<file path="src/lls_pkg.sv">
// Shared types, state codes and control structs for the link loss monitor.
package lls_pkg;

  typedef enum logic [2:0] {
    ST_DECONF   = 3'd0,
    ST_DISCONN  = 3'd1,
    ST_CONN     = 3'd2,
    ST_CHAN_CHG = 3'd3,
    ST_TIMING   = 3'd4,
    ST_RECOVER  = 3'd5,
    ST_TIMED    = 3'd6
  } link_st_t;

  localparam int unsigned FreqW    = 16;
  localparam int unsigned TicksW   = 32;
  localparam int unsigned MaxSteps = 4;
  localparam int unsigned StepCntW = $clog2(MaxSteps + 1);

  typedef struct packed {
    logic             kind;
    logic             configured;
    logic             connected;
    logic [FreqW-1:0] new_control_freq;
    logic [FreqW-1:0] new_center_freq;
  } in_t;

  typedef struct packed {
    logic [2:0]       link_status;
    logic [FreqW-1:0] cur_control_freq;
    logic [FreqW-1:0] cur_center_freq;
    logic             last;
  } out_t;

  localparam logic KIND_STATUS = 1'b0;
  localparam logic KIND_TICK   = 1'b1;

  typedef struct packed {
    logic load;
    logic tick;
    logic step;
    logic last;
    logic finish;
  } cmd_t;

  typedef struct packed {
    logic fire;
    logic stable;
    logic look_stable;
  } sts_t;

endpackage

</file>
<file path="src/lls_dp.sv">
// Datapath: link record, deadline timer, transition logic and result item.
module lls_dp (
  input  logic                           clk,
  input  logic                           rst_n,
  input  lls_pkg::cmd_t                  cmd,
  input  lls_pkg::in_t                   in_item,
  input  logic                           cfg_wr,
  input  logic [lls_pkg::TicksW-1:0]     cfg_data,
  output lls_pkg::sts_t                  sts,
  output lls_pkg::out_t                  step_item
);

  function automatic lls_pkg::link_st_t step_target(
    input lls_pkg::link_st_t st,
    input logic              cfgd,
    input logic              conn,
    input logic              expd,
    input logic              chan_diff
  );
    lls_pkg::link_st_t res;
    begin
      res = st;
      case (st)
        lls_pkg::ST_DECONF: begin
          if (cfgd) res = lls_pkg::ST_DISCONN;
        end
        lls_pkg::ST_DISCONN: begin
          if (!cfgd) res = lls_pkg::ST_DECONF;
          else if (conn || expd) res = lls_pkg::ST_CONN;
        end
        lls_pkg::ST_CONN: begin
          if (!cfgd) res = lls_pkg::ST_DECONF;
          else if (!conn) res = lls_pkg::ST_TIMING;
          else if (chan_diff) res = lls_pkg::ST_CHAN_CHG;
        end
        lls_pkg::ST_CHAN_CHG, lls_pkg::ST_RECOVER: begin
          res = lls_pkg::ST_CONN;
        end
        lls_pkg::ST_TIMING: begin
          if (!cfgd) res = lls_pkg::ST_DECONF;
          else if (conn) res = lls_pkg::ST_RECOVER;
          else if (expd) res = lls_pkg::ST_TIMED;
        end
        lls_pkg::ST_TIMED: begin
          if (!cfgd) res = lls_pkg::ST_DECONF;
          else if (conn) res = lls_pkg::ST_CONN;
        end
        default: begin
          res = lls_pkg::ST_DECONF;
        end
      endcase
      return res;
    end
  endfunction

  localparam int unsigned ChanW = 2 * lls_pkg::FreqW;

  lls_pkg::link_st_t         state_r, state_nxt;
  logic                      cfgd_r, cfgd_nxt;
  logic                      conn_r, conn_nxt;
  logic                      exp_r, exp_nxt;
  logic                      armed_r, armed_nxt;
  logic [ChanW-1:0]          cur_r, cur_nxt;
  logic [ChanW-1:0]          pend_r, pend_nxt;
  logic [lls_pkg::TicksW-1:0] ticks_r, ticks_nxt;
  logic [lls_pkg::TicksW-1:0] timeout_r;

  lls_pkg::link_st_t         st_step;
  lls_pkg::link_st_t         st_look;
  logic                      exp_after;
  logic [ChanW-1:0]          cur_after;
  logic [lls_pkg::TicksW-1:0] ticks_dec;

  assign ticks_dec = ticks_r - {{(lls_pkg::TicksW-1){1'b0}}, (ticks_r != '0)};

  assign st_step   = step_target(state_r, cfgd_r, conn_r, exp_r, cur_r != pend_r);
  assign exp_after = (state_r == lls_pkg::ST_TIMED || st_step == lls_pkg::ST_TIMING) ?
                     1'b0 : exp_r;
  assign cur_after = (st_step == lls_pkg::ST_CONN) ? pend_r : cur_r;
  assign st_look   = step_target(st_step, cfgd_r, conn_r, exp_after, cur_after != pend_r);

  assign sts.fire        = armed_r && (ticks_dec == '0);
  assign sts.stable      = (st_step == state_r);
  assign sts.look_stable = (st_look == st_step);

  assign step_item.link_status      = st_step;
  assign step_item.cur_control_freq = cur_after[ChanW-1:lls_pkg::FreqW];
  assign step_item.cur_center_freq  = cur_after[lls_pkg::FreqW-1:0];
  assign step_item.last             = 1'b0;

  always_comb begin
    state_nxt = state_r;
    cfgd_nxt  = cfgd_r;
    conn_nxt  = conn_r;
    exp_nxt   = exp_r;
    armed_nxt = armed_r;
    cur_nxt   = cur_r;
    pend_nxt  = pend_r;
    ticks_nxt = ticks_r;
    if (cmd.load) begin
      cfgd_nxt = in_item.configured;
      conn_nxt = in_item.connected;
      if (in_item.connected) begin
        pend_nxt = {in_item.new_control_freq, in_item.new_center_freq};
      end
    end
    if (cmd.tick && armed_r) begin
      ticks_nxt = ticks_dec;
      if (ticks_dec == '0) begin
        armed_nxt = 1'b0;
        exp_nxt   = 1'b1;
      end
    end
    if (cmd.step) begin
      state_nxt = st_step;
      exp_nxt   = exp_after;
      cur_nxt   = cur_after;
      if (state_r == lls_pkg::ST_TIMING) armed_nxt = 1'b0;
      if (st_step == lls_pkg::ST_TIMING) begin
        armed_nxt = 1'b1;
        ticks_nxt = timeout_r;
      end
    end
    if (cmd.finish && state_r == lls_pkg::ST_DECONF) begin
      state_nxt = lls_pkg::ST_DECONF;
      cfgd_nxt  = 1'b0;
      conn_nxt  = 1'b0;
      exp_nxt   = 1'b0;
      armed_nxt = 1'b0;
      cur_nxt   = '0;
      pend_nxt  = '0;
      ticks_nxt = '0;
    end
  end

  always_ff @(posedge clk) begin
    if (!rst_n) begin
      state_r   <= lls_pkg::ST_DECONF;
      cfgd_r    <= 1'b0;
      conn_r    <= 1'b0;
      exp_r     <= 1'b0;
      armed_r   <= 1'b0;
      cur_r     <= '0;
      pend_r    <= '0;
      ticks_r   <= '0;
      timeout_r <= '0;
    end else begin
      state_r <= state_nxt;
      cfgd_r  <= cfgd_nxt;
      conn_r  <= conn_nxt;
      exp_r   <= exp_nxt;
      armed_r <= armed_nxt;
      cur_r   <= cur_nxt;
      pend_r  <= pend_nxt;
      ticks_r <= ticks_nxt;
      if (cfg_wr) timeout_r <= cfg_data;
    end
  end

`ifndef SYNTHESIS
  a_armed_timing: assert property (@(posedge clk) disable iff (!rst_n)
    armed_r |-> state_r == lls_pkg::ST_TIMING)
    else $error("deadline armed while not timing out");
  a_expired_state: assert property (@(posedge clk) disable iff (!rst_n)
    exp_r |-> (state_r == lls_pkg::ST_TIMING || state_r == lls_pkg::ST_TIMED))
    else $error("expired flag held in wrong state");
  a_clear_record: assert property (@(posedge clk) disable iff (!rst_n)
    (cmd.finish && state_r == lls_pkg::ST_DECONF) |=>
      (!armed_r && !cfgd_r && cur_r == '0 && pend_r == '0))
    else $error("link record not cleared after settling in deconfigured");
`endif

endmodule

</file>
<file path="src/lls_ctrl.sv">
// Controller: accepts items and sequences the transition run.
module lls_ctrl (
  input  logic          clk,
  input  logic          rst_n,
  input  logic          in_valid,
  input  logic          in_kind,
  output logic          in_stall,
  input  logic          out_free,
  input  lls_pkg::sts_t sts,
  output lls_pkg::cmd_t cmd
);

  typedef enum logic {
    C_IDLE,
    C_RUN
  } ctrl_st_t;

  ctrl_st_t                       state_r, state_nxt;
  logic [lls_pkg::StepCntW-1:0]   cnt_r, cnt_nxt;
  logic                           cnt_full;

  localparam logic [lls_pkg::StepCntW-1:0] CntMax  = lls_pkg::StepCntW'(lls_pkg::MaxSteps);
  localparam logic [lls_pkg::StepCntW-1:0] CntLast = lls_pkg::StepCntW'(lls_pkg::MaxSteps - 1);

  assign cnt_full = (cnt_r == CntMax);
  assign in_stall = (state_r != C_IDLE);

  always_comb begin
    state_nxt = state_r;
    cnt_nxt   = cnt_r;
    cmd       = '0;
    case (state_r)
      C_IDLE: begin
        cnt_nxt = '0;
        if (in_valid) begin
          if (in_kind == lls_pkg::KIND_STATUS) begin
            cmd.load  = 1'b1;
            state_nxt = C_RUN;
          end else begin
            cmd.tick = 1'b1;
            if (sts.fire) state_nxt = C_RUN;
          end
        end
      end
      C_RUN: begin
        if (!sts.stable && !cnt_full) begin
          if (out_free) begin
            cmd.step = 1'b1;
            cmd.last = sts.look_stable || (cnt_r == CntLast);
            cnt_nxt  = cnt_r + 1'b1;
          end
        end else begin
          cmd.finish = 1'b1;
          cnt_nxt    = '0;
          state_nxt  = C_IDLE;
        end
      end
      default: begin
        state_nxt = C_IDLE;
        cnt_nxt   = '0;
      end
    endcase
  end

  always_ff @(posedge clk) begin
    if (!rst_n) begin
      state_r <= C_IDLE;
      cnt_r   <= '0;
    end else begin
      state_r <= state_nxt;
      cnt_r   <= cnt_nxt;
    end
  end

`ifndef SYNTHESIS
  a_idle_count: assert property (@(posedge clk) disable iff (!rst_n)
    state_r == C_IDLE |-> cnt_r == '0)
    else $error("step count not cleared in idle");
  a_last_ends_run: assert property (@(posedge clk) disable iff (!rst_n)
    (cmd.step && cmd.last && sts.look_stable) |=> (state_r == C_RUN && sts.stable))
    else $error("run continued after final transition");
`endif

endmodule

</file>
<file path="src/link_loss_monitor.sv">
// Top level of the link loss monitor: controller, datapath and result register.
//
//   channel | direction | handshake         | payload
//   in      | input     | in_valid/in_stall | lls_pkg::in_t
//   out     | output    | out_valid/out_stall | lls_pkg::out_t
//   cfg     | input     | cfg_valid/cfg_ready | timeout_ticks, 32 bits
//
// A status update starts a run of n transitions (0 to 4); the settle loop
// produces one transition per cycle through the next-state logic while the output is free.
// A tick that fires starts the same kind of run; a tick that does not fire starts none.
// Input is stalled while a run is in progress; out_stall holds the loop.
// Synchronous reset clears the link record, the timeout register and the result register.
module link_loss_monitor (
  input  logic                           clk,
  input  logic                           rst_n,
  input  logic                           in_valid,
  output logic                           in_stall,
  input  lls_pkg::in_t                   in_data,
  output logic                           out_valid,
  input  logic                           out_stall,
  output lls_pkg::out_t                  out_data,
  input  logic                           cfg_valid,
  output logic                           cfg_ready,
  input  logic [lls_pkg::TicksW-1:0]     cfg_data
);

  lls_pkg::cmd_t cmd;
  lls_pkg::sts_t sts;
  lls_pkg::out_t step_item;
  lls_pkg::out_t step_out;
  logic          out_valid_r;
  lls_pkg::out_t out_data_r;
  logic          out_free;

  assign cfg_ready = 1'b1;
  assign out_free  = !out_valid_r || !out_stall;

  lls_ctrl u_ctrl (
    .clk      (clk),
    .rst_n    (rst_n),
    .in_valid (in_valid),
    .in_kind  (in_data.kind),
    .in_stall (in_stall),
    .out_free (out_free),
    .sts      (sts),
    .cmd      (cmd)
  );

  lls_dp u_dp (
    .clk       (clk),
    .rst_n     (rst_n),
    .cmd       (cmd),
    .in_item   (in_data),
    .cfg_wr    (cfg_valid && cfg_ready),
    .cfg_data  (cfg_data),
    .sts       (sts),
    .step_item (step_item)
  );

  always_comb begin
    step_out      = step_item;
    step_out.last = cmd.last;
  end

  always_ff @(posedge clk) begin
    if (!rst_n) begin
      out_valid_r <= 1'b0;
    end else if (cmd.step) begin
      out_valid_r <= 1'b1;
    end else if (!out_stall) begin
      out_valid_r <= 1'b0;
    end
  end

  always_ff @(posedge clk) begin
    if (!rst_n) begin
      out_data_r <= '0;
    end else if (cmd.step) begin
      out_data_r <= step_out;
    end
  end

  assign out_valid = out_valid_r;
  assign out_data  = out_data_r;

endmodule

</file>
<file path="config.mk">
export PLATFORM = sky130hd
export DESIGN_NAME = link_loss_monitor
export DESIGN_NICKNAME = d
export VERILOG_FILES = /design/src/lls_pkg.sv /design/src/lls_dp.sv /design/src/lls_ctrl.sv /design/src/link_loss_monitor.sv
export SDC_FILE = /design/constraint.sdc
export NUM_CORES = 1
export LEC_CHECK = 0
export ABC_AREA = 0
export BUFFER_PORTS_ARGS = -buffer_cell sky130_fd_sc_hd__buf_4
export CAP_MARGIN = 40
export CORE_MARGIN = 3
export CORE_UTILIZATION = 25
export CTS_BUF_LIST = sky130_fd_sc_hd__clkbuf_4 sky130_fd_sc_hd__clkbuf_8
export CTS_CLUSTER_SIZE = 24
export DETAILED_ROUTE_END_ITERATION = 6
export PLACE_DENSITY = 0.49
export SYNTH_ARGS = -nofsm -noshare
export SYNTH_HDL_FRONTEND = slang
export SYNTH_SLANG_ARGS = --single-unit
</file>
<file path="constraint.sdc">
create_clock -name clk -period 5.1 [get_ports clk]
set_clock_uncertainty 0.2 [all_clocks]
set_input_delay 0.765 -clock clk [delete_from_list [all_inputs] [get_ports clk]]
set_output_delay 0.765 -clock clk [all_outputs]
set_load 0.01 [all_outputs]
</file>
==> results of run 1 <==
through the flow:
stage               std cells  worst slack (ps)  hold slack (ps)  util [%]  total power, W
global placement         1481               867              261      29.2         0.00163
CTS                      1517               796              284      30.6         0.00263
detailed placement       1485               821              267      29.4         0.00164
global route             1517               605              291      30.6         0.00271
floorplan                 987               971              243         -         0.00154
finish                   1517               795              279      30.6         0.00259
area by class of cell:
type,instances,area (um2)
clock buffers,18,248
clock inverters,14,148
fillers,3542,22600
inverters,13,48.8
multi-input cells,725,4450
flip-flops and latches,176,3520
well taps,442,553
repair buffers,129,1030
cell families after synthesis:
kind of cell | after synthesis | synth area share (%)
AOI/OAI and AO/OA | 160 | 13.7
xor gates and xnor gates | 68 | 7.19
adders and majority gates | 5 | 0.756
buffers and inverters | 86 | 4.11
DFF | 176 | 42.6
muxes | 67 | 8.12
other | 1 | 0.0453
and+or+nand+nor | 424 | 23.5
final timing paths:
kind	start	endpoint	slack [ps]	depth (start not counted)
setup / recovery	u_dp.ticks_r[27]	u_ctrl.in_stall	790	13
hold / removal	out_data[34]	out_data[34]	280	2
setup reg to reg	u_dp.ticks_r[27]	u_ctrl.in_stall	790	13
hold reg to reg	out_data[34]	out_data[34]	280	2
Yosys cell counts (2+ instances only):
cell type and instances:
nor4_1 11, a311o_1 2, o41ai_1 2, nand2_1 126, mux2i_1 66, buf_2 4, or3_1 4, ha_1 5
nor2b_1 5, o21ai_1 3, buf_4 3, o22ai_1 3, xnor2_1 56, a211oi_1 26, or4_4 2, and3_1 6
nand4b_1 2, buf_1 5, xor2_1 12, nand2b_1 13, nor3_1 53, nand3_1 47, clkbuf_1 60, a311oi_1 35
inv_1 12, and2_1 2, a2111oi_0 2, a21oi_1 53, o211ai_1 2, nor3b_1 3, o21ai_0 10, a41oi_1 2
nor2_1 124, a221oi_1 2, dfxtp_1 176, nand4_1 13, nand3b_1 2, nor4b_1 2, or4_1 3, o21a_1 2
registers in the layout (all words and copies together), names as in the netlist, 3 cells and up:
name / count
u_ctrl.cnt_r: 3
out_data: 36
u_dp.timeout_r: 32
u_dp.state_r: 3
u_dp.pend_r: 32
u_dp.ticks_r: 32
u_dp.cur_r: 32
per-layer routing:
metal  track usage, %  share of wire, %
met4             3.46               1.4
met3             3.01               4.0
met1             19.1                49
met2             22.1                45
met5                0                 0
power groups by stage:
stage          registers, W  logic (W)  clock network (W)
4_1_cts             0.00142   0.000183            0.00103
3_3_place_gp        0.00145   0.000179                  0
2_1_floorplan       0.00145  0.0000943                  0
6_report            0.00142   0.000179           0.000991
5_1_grt             0.00143   0.000197            0.00109
3_5_place_dp        0.00145   0.000182                  0
worst max-delay path, stage by stage, from the launching register on:
cell and delay [ps]:
dfxtp_1 350, or4_1 580, nor3_1 290, and3_1 200, nand4_1 110, ha_1 250, ha_1 250, or3b_2 270
nand2_1 140, a311o_2 410, a2111oi_4 350, nand4_1 210, or4_1 540, o311ai_1 80
==> impl_metrics.env, run 1 <==
export IMPL_intPower_w=0.00190
export IMPL_io_pins=111
export IMPL_die_area_um2=35300
export IMPL_async_flop_share_pct=0
export IMPL_ant_nets=0
export IMPL_ctsHoldBuffers=0
export IMPL_grt_max_degree=58
export IMPL_hold_class="register to register"
export IMPL_synth_top_area_cell="dfxtp_1"
export IMPL_synth_nets=1064
export IMPL_path_class="register to register"
export IMPL_die_w_um=188
export IMPL_setup_viol=0
export IMPL_gp_congestion=0.881
export IMPL_p_sw_share_pct=26.7
export IMPL_startpoint_type="register"
export IMPL_cellLeakagePower_nw=3.47
export IMPL_core_area_um2=32600
export IMPL_ys_ff_latch=176
export IMPL_period_minus_slack_ps=4310
export IMPL_grt_pass1_vias=7079
export IMPL_num_vias=7261
export IMPL_status="finished clean"
export IMPL_grt_pass1_wl_um=39600
export IMPL_period_share_pct=84.4
export IMPL_synth_area_leaders="dfxtp_1 43%, mux2i_1 8.0%, xnor2_1 5.9%"
export IMPL_htree_levels=4
export IMPL_synth_yosys_seq_area_share_pct=42.6
export IMPL_pwr_share_comb_pct=6.9
export IMPL_drive_gt1_share_pct=16.4
export IMPL_postSynthCellCount=987
export IMPL_tightest_slew_ps=701
export IMPL_wl_um=24600
export IMPL_syn_avg_cell_area_um2=8.39
export IMPL_grt_use_total_pct=13.9
export IMPL_ir_worst_vdd_mv=0.161
export IMPL_clock_path_buffers=2
export IMPL_wire_per_inst_um=16.2
export IMPL_drv_cap=0
export IMPL_synth_top_area_share_pct=42.6
export IMPL_p_sw_w=0.000693
export IMPL_sequentialPowerShare_pct=54.8
export IMPL_clkLatencyLatePin_ps=470
export IMPL_drcViolationCount=0
export IMPL_drt_iter0_drc=556
export IMPL_critPathMaxFanout=6
export IMPL_io_buffers=109
export IMPL_worstPathArrival_ps=4490
export IMPL_setup_worst_path_end_class="register"
export IMPL_finalSetupTns_ps=0
export IMPL_relSlewSlack_pct=52.8
export IMPL_fmax_mhz=232
export IMPL_viasPerCell=4.79
export IMPL_p_clk_share_pct=38.2
export IMPL_cts_buffers=17
export IMPL_p_per_area_nw_per_um2=259
export IMPL_final_common_cell="dfxtp_1"
export IMPL_clk_pin_slew_worst_paths_ps=110
export IMPL_clkSinkCount=176
export IMPL_clockRootBuffer="clkbuf_8"
export IMPL_rows=66
export IMPL_drtPass1Iterations=5
export IMPL_synth_edff_count=0
export IMPL_antenna_cells=0
export IMPL_grt_overflow_total=0
export IMPL_post_cts_setup_buffers=0
export IMPL_dpl_cell_area_um2=9600
export IMPL_synth_area_um2=8280
export IMPL_finalInstanceArea_um2=9990
export IMPL_cts_tree="built"
export IMPL_die_h_um=188
export IMPL_slew_violations=0
export IMPL_final_hold_violation_count=0
export IMPL_critPathRequiredTime_ps=5280
export IMPL_syn_to_final_growth_pct=20.7
export IMPL_rsz0062_at_grt="false"
export IMPL_final_cell_mix="176 x dfxtp_1, 126 x nand2_1, 124 x nor2_1, 124 x buf_4, 66 x mux2i_1"
export IMPL_dpl_hpwl_um=16900
export IMPL_synthFlopType="dfxtp_1"
export IMPL_ys_types=66
export IMPL_start_util_pct=25.4
export IMPL_antenna_found_initial=0
export IMPL_fin_nets=1139
export IMPL_cts_resized_gates=0
export IMPL_ys_warn_count=0
(Power assumes the default switching activity.)
==> run 2, diff against run 1 <==
- ABC_AREA: 0 -> 1
- PLACE_DENSITY: 0.49 -> 0.5
- clock period: 5.1 -> 3.7 ns (I/O delays scaled with it)
==> run 2 against run 1 <==
Net effect: clock power grew 39%; critical path type unchanged; maximum frequency grew 30%; final cell count grew 26%; count of clock-buffer cells in the layout is the same; synthesized cell count grew 39%; largest cell class unchanged; area after synthesis grew 8.4%; non-clock buffer count is the same; combinational power grew 46%; cell area grew 6.8%.
==> impl_metrics.env, run 2 <==
export IMPL_status="finished clean"
export IMPL_synth_nets=1451
export IMPL_worstHoldEndpoint="u_dp.pend_r[23]"
export IMPL_period_share_pct=89.6
export IMPL_hold_class="input port to register"
export IMPL_cts_buffers=17
export IMPL_drcViolationCount=0
export IMPL_syn_to_final_growth_pct=18.9
export IMPL_start_util_pct=25.7
export IMPL_seq_area_um2=3520
export IMPL_fin_nets=1527
export IMPL_die_h_um=195
export IMPL_io_buffers=109
export IMPL_final_hold_violation_count=0
export IMPL_dpl_cell_area_um2=10200
export IMPL_post_cts_setup_buffers=0
export IMPL_worstPathArrival_ps=3510
export IMPL_clkLatencyLatePin_ps=480
export IMPL_synth_edff_count=0
export IMPL_finalInstanceArea_um2=10700
export IMPL_setup_worst_path_end_class="register"
export IMPL_die_w_um=195
export IMPL_synth_area_um2=8980
export IMPL_grt_pass1_wl_um=43300
export IMPL_cellLeakagePower_nw=4.28
export IMPL_p_per_area_nw_per_um2=337
export IMPL_drt_iter0_drc=519
export IMPL_startpoint_type="register"
export IMPL_period_minus_slack_ps=3320
export IMPL_final_common_cell="nand2_1"
export IMPL_tightest_slew_ps=625
export IMPL_final_cell_mix="397 x nand2_1, 197 x a21oi_1, 176 x dfxtp_1"
export IMPL_antenna_cells=0
export IMPL_grt_use_total_pct=13.9
export IMPL_grtUsageMet1_pct=18.5
export IMPL_ir_worst_vdd_mv=0.227
export IMPL_n_fill_cell=3858
export IMPL_cts_resized_gates=0
export IMPL_postSynthCellCount=1374
export IMPL_critPathRequiredTime_ps=3890
export IMPL_synth_most_common_cell="nand2_1"
export IMPL_r2r_end="u_dp.armed_r"
export IMPL_num_vias=8629
export IMPL_die_area_um2=38200
export IMPL_synth_top_area_cell="dfxtp_1"
export IMPL_hp_start="in_data[23]"
export IMPL_core_area_um2=35000
export IMPL_ctsHoldBuffers=0
export IMPL_critPathMaxFanout=6
export IMPL_ant_nets=0
export IMPL_rows=68
export IMPL_relSlewSlack_pct=58.2
export IMPL_htree_levels=4
export IMPL_ys_types=34
export IMPL_synth_top_area_share_pct=39.2
export IMPL_setup_viol=0
export IMPL_hold_path_depth=3
export IMPL_power_w=0.00359
export IMPL_synth_yosys_seq_area_share_pct=39.2
export IMPL_r2r_slack_ps=380
export IMPL_grtUsageMet3_pct=2.54
export IMPL_ys_warn_count=0
export IMPL_gp_congestion=0.885
export IMPL_synthFlopType="dfxtp_1"
export IMPL_final_util_pct=30.5
export IMPL_cts_tree="built"
export IMPL_clock_path_buffers=2
export IMPL_async_flop_share_pct=0
export IMPL_grt_busiest_layer="met2"
export IMPL_io_pins=111
export IMPL_dp_cells=1886
export IMPL_synth_area_leaders="dfxtp_1 39%, nand2_1 17%, a21oi_1 11%"
export IMPL_ys_ff_latch=176
export IMPL_multi_input_area_um2=4690
export IMPL_drv_cap=0
export IMPL_crit_reg2reg_launch="u_dp.ticks_r[8]"
export IMPL_grt_max_degree=107
export IMPL_use_met2_pct=23.4
export IMPL_grt_overflow_total=0
export IMPL_fmax_mhz=302
export IMPL_clkSinkCount=176
export IMPL_final_cells=1918
export IMPL_path_class="register to register"
export IMPL_largest_reg_flops=36
export IMPL_clk_pin_slew_worst_paths_ps=120
export IMPL_grt_pass1_vias=8140
export IMPL_wl_um=26800
export IMPL_wire_per_inst_um=14.0
export IMPL_synth_commonest_cells="400 x nand2_1, 197 x a21oi_1, 176 x dfxtp_1, 145 x nor2_1, 122 x inv_1"
export IMPL_syn_avg_cell_area_um2=6.53
export IMPL_worst_slack_ps=384
export IMPL_drive_gt1_share_pct=12.9
export IMPL_r2r_cells=21
export IMPL_viasPerCell=4.50
export IMPL_place_ws_ps=90.8
export IMPL_dpl_hpwl_um=19200
export IMPL_slew_violations=0
export IMPL_drtPass1Iterations=5
export IMPL_clockRootBuffer="clkbuf_8"
export IMPL_antenna_found_initial=0
run 2: power breakdown:
group          total, W  leakage (nW)  internal [W]  switching [W]
sequential      0.00195          1.43       0.00193      0.0000195
combinational  0.000261          2.65      0.000104       0.000158
clock           0.00138         0.204      0.000531       0.000850
total           0.00359          4.28       0.00257        0.00103
run 2: critical path, cell delays in order (launching register included):
cell	delay [ps]
dfxtp_1	410
nor2_1	80
nand2_1	120
nor2_1	70
nand3_1	90
ha_2	230
ha_2	240
nand2_2	120
nor2_4	210
nand4_1	220
nor2_1	190
xor2_1	290
nor2_1	70
nand2_1	80
nor2_1	50
nand3_1	100
nand3_1	80
nand2_1	90
nand2_1	50
nand2_1	50
nand2_1	50
a21oi_1	130
run 2: worst max path at each step:
stage	start	endpoint	slack, ps	cells after the start
after detailed placement	u_dp.ticks_r[5]	u_dp.exp_r	90	20
after global placement	u_dp.ticks_r[5]	u_dp.exp_r	150	20
after global routing	u_dp.ticks_r[8]	u_dp.armed_r	-20	21
after CTS	u_dp.ticks_r[5]	u_dp.exp_r	70	20
final	u_dp.ticks_r[8]	u_dp.armed_r	380	21
after floorplan	u_dp.ticks_r[4]	u_dp.exp_r	780	18
run 2: per-stage QoR:
stage / TNS, ps / hold slack [ps]
floorplan: 0 / 225
global placement: 0 / 240
detailed placement: 0 / 247
CTS: 0 / 105
global route: -18.6 / 104
finish: 0 / 148
run 2: cell families (layout without fill, tap and decap cells):
kind of cell,Yosys count,count (layout),share of synthesized area [%]
xor gates and xnor gates,49,49,4.78
other,1,1,0.0418
and+or+nand+nor,629,629,28.1
AOI/OAI and AO/OA,314,314,18.0
adders and majority gates,5,5,0.697
buffers and inverters,200,289,9.16
DFF,176,176,39.2
run 2: cell type report:
class,count,area share (%)
Multi-Input combinational cell,998,43.9
Clock inverter,14,1.56
Clock buffer,18,2.32
Timing Repair Buffer,129,9.38
Inverter,128,4.50
Tap cell,455,5.33
Sequential cell,176,33.0
run 2: routing by layer:
metal  up-vias  share of wire, %
met4         0               1.2
met5         -                 0
met1      3930                48
met2       140                48
met3        18               3.4
li1       4541                 -
==> run 3, diff against run 2 <==
- PLACE_DENSITY: 0.5 -> 0.49
- RECOVER_POWER: not set -> 50
- clock period: 3.7 -> 3.4 ns (I/O delays scaled with it)
==> run 3 against run 2 <==
Net effect: critical endpoint is now u_dp.exp_r; clock power grew 14%; critical path depth shrank 1; critical path type unchanged; sequential power increased by 9%; worst setup slack got worse by 240 ps; global-route usage up 0.55 points; the run now ends with capacitance limit, slew limit left; sequential share of layout area is 0.25 points higher; register-to-register slack lost 240 ps; via count is 0.63% higher.
==> impl_metrics.env, run 3 (synthesis results as in run 2) <==
export IMPL_rows=68
export IMPL_grt_use_total_pct=14.5
export IMPL_startpoint_type="register"
export IMPL_slowest_stage="dfxtp_1"
export IMPL_clockRootBuffer="clkbuf_8"
export IMPL_syn_to_final_growth_pct=18.0
export IMPL_final_common_cell="nand2_1"
export IMPL_ir_worst_vdd_mv=0.197
export IMPL_wl_um=27400
export IMPL_antenna_found_initial=0
export IMPL_ant_nets=0
export IMPL_dpl_hpwl_um=19600
export IMPL_htree_levels=4
export IMPL_die_h_um=195
export IMPL_fin_nets=1531
export IMPL_p_sw_w=0.00113
export IMPL_period_minus_slack_ps=3260
export IMPL_clkLatencyLatePin_ps=480
export IMPL_sequentialPowerShare_pct=53.4
export IMPL_clock_path_buffers=2
export IMPL_setup_worst_path_end_class="register"
export IMPL_io_pins=111
export IMPL_largest_reg_flops=36
export IMPL_hold_class="input port to register"
export IMPL_crit_chain="nor2_2 > nand2_2 > nor4_2 > nand3_1 > ha_1 > ha_1 > nand2_2 > nor2_4 > nand2_1 > and2_1 > inv_1 > nor4_4 > nand4_1 > nor2_2 > nand3_2 > nor2_1 > nor2_1 > nor2_1 > nand2_1 > nor2_1"
export IMPL_grt_pass1_wl_um=45200
export IMPL_crit_top_cell="nor2_1"
export IMPL_period_share_pct=95.7
export IMPL_final_hold_violation_count=0
export IMPL_finalInstanceArea_um2=10600
export IMPL_worstPathArrival_ps=3480
export IMPL_n_fill_cell=3870
export IMPL_die_w_um=195
export IMPL_p_clk_share_pct=39.4
export IMPL_drcViolationCount=0
export IMPL_dpl_cell_area_um2=10300
export IMPL_antenna_cells=0
export IMPL_core_area_um2=35000
export IMPL_p_sw_share_pct=28.3
export IMPL_status="complete, but fails checks"
export IMPL_multi_input_area_um2=4690
export IMPL_start_util_pct=25.7
export IMPL_die_area_um2=38200
export IMPL_slowest_delay_ps=350
export IMPL_fmax_mhz=307
export IMPL_drt_iter0_drc=469
export IMPL_r2r_slack_ps=140
export IMPL_clk_pin_slew_worst_paths_ps=110
export IMPL_path_class="register to register"
export IMPL_viasPerCell=4.52
export IMPL_io_buffers=109
export IMPL_final_cell_mix="397 x nand2_1, 197 x a21oi_1, 176 x dfxtp_1"
export IMPL_wire_per_inst_um=14.3
export IMPL_seq_area_um2=3520
export IMPL_path_delay_family="simple AND/OR/NAND/NOR gates"
export IMPL_drtPass1Iterations=5
export IMPL_drive_gt1_share_pct=10.4
export IMPL_gp_congestion=0.912
export IMPL_slew_violations=65
export IMPL_setup_viol=0
export IMPL_cts_tree="built"
export IMPL_grt_pass1_vias=8480
export IMPL_grt_max_degree=107
export IMPL_critPathRequiredTime_ps=3630
export IMPL_critPathMaxFanout=6
export IMPL_pwr_share_comb_pct=7.2
export IMPL_relSlewSlack_pct=-62.1
export IMPL_cts_buffers=17
export IMPL_intPower_w=0.00285
export IMPL_violations="capacitance limit, slew limit"
export IMPL_num_vias=8683
export IMPL_grt_overflow_total=0
export IMPL_whs_ps=99.4
export IMPL_drv_cap=1
export IMPL_rsz0062_at_grt="true"
export IMPL_clkSinkCount=176
export IMPL_tightest_slew_ps=2430
export IMPL_cellLeakagePower_nw=4.16
export IMPL_worstPathBufferInverterCount=1
export IMPL_p_per_area_nw_per_um2=375
-- run 3: cell type report --
cell class	count	share of cell area, %
multi-input cells	998	44.3
flip-flops and latches	176	33.3
repair buffers	133	8.52
well taps	455	5.37
inverters	128	4.56
clock buffers	17	2.21
clock inverters	15	1.78
-- run 3: what timing repair did --
action	CTS	global route
setup buffers	0	0
resized for setup	1	13
endpoints found under the setup margin	2	54
hold buffers	0	0
-- run 3: worst paths after layout --
path / from / endpoint / cells past startpoint
setup / recovery: u_dp.ticks_r[4] / u_dp.exp_r / 20
hold / removal: in_data[20] / u_dp.pend_r[20] / 3
setup reg to reg: u_dp.ticks_r[4] / u_dp.exp_r / 20
hold reg to reg: u_dp.timeout_r[0] / u_dp.timeout_r[0] / 2
-- run 3: power by group through the flow --
stage	sequential [W]	combinational, W	clock (W)
floorplan	0.00217	0.000160	0
global placement	0.00217	0.000293	0
detailed placement	0.00217	0.000294	0
CTS	0.00212	0.000295	0.00163
global route	0.00213	0.000325	0.00172
finish	0.00212	0.000285	0.00157
-- run 3: stage by stage --
step / setup TNS [ps] / utilization (%) / power [W] / cells / setup slack, ps
after floorplan: 0 / - / 0.00233 / 1374 / 481
after global placement: 0 / 29.4 / 0.00246 / 1890 / 62.4
after detailed placement: -51.8 / 29.4 / 0.00247 / 1890 / -51.8
after CTS: 0 / 30.6 / 0.00405 / 1922 / 31.4
after global routing: -270 / 30.3 / 0.00418 / 1922 / -89.7
final: 0 / 30.3 / 0.00398 / 1922 / 145
-- run 3: worst register-to-register path: cells and delay by family, from the launching register on --
family / cells / cell delay, ps
and+or+nand+nor: 17 / 2130
adders and majority gates: 2 / 460
DFF: 1 / 350
buffers and inverters: 1 / 80
-- run 3: per-layer routing --
layer | part of all wire (%) | track usage [%] | vias to the layer above
li1 | - | - | 4545
met2 | 47 | 24.3 | 154
met1 | 47 | 19.1 | 3954
met5 | 0 | 0 | -
met4 | 1.8 | 3.91 | 0
met3 | 3.6 | 2.57 | 30
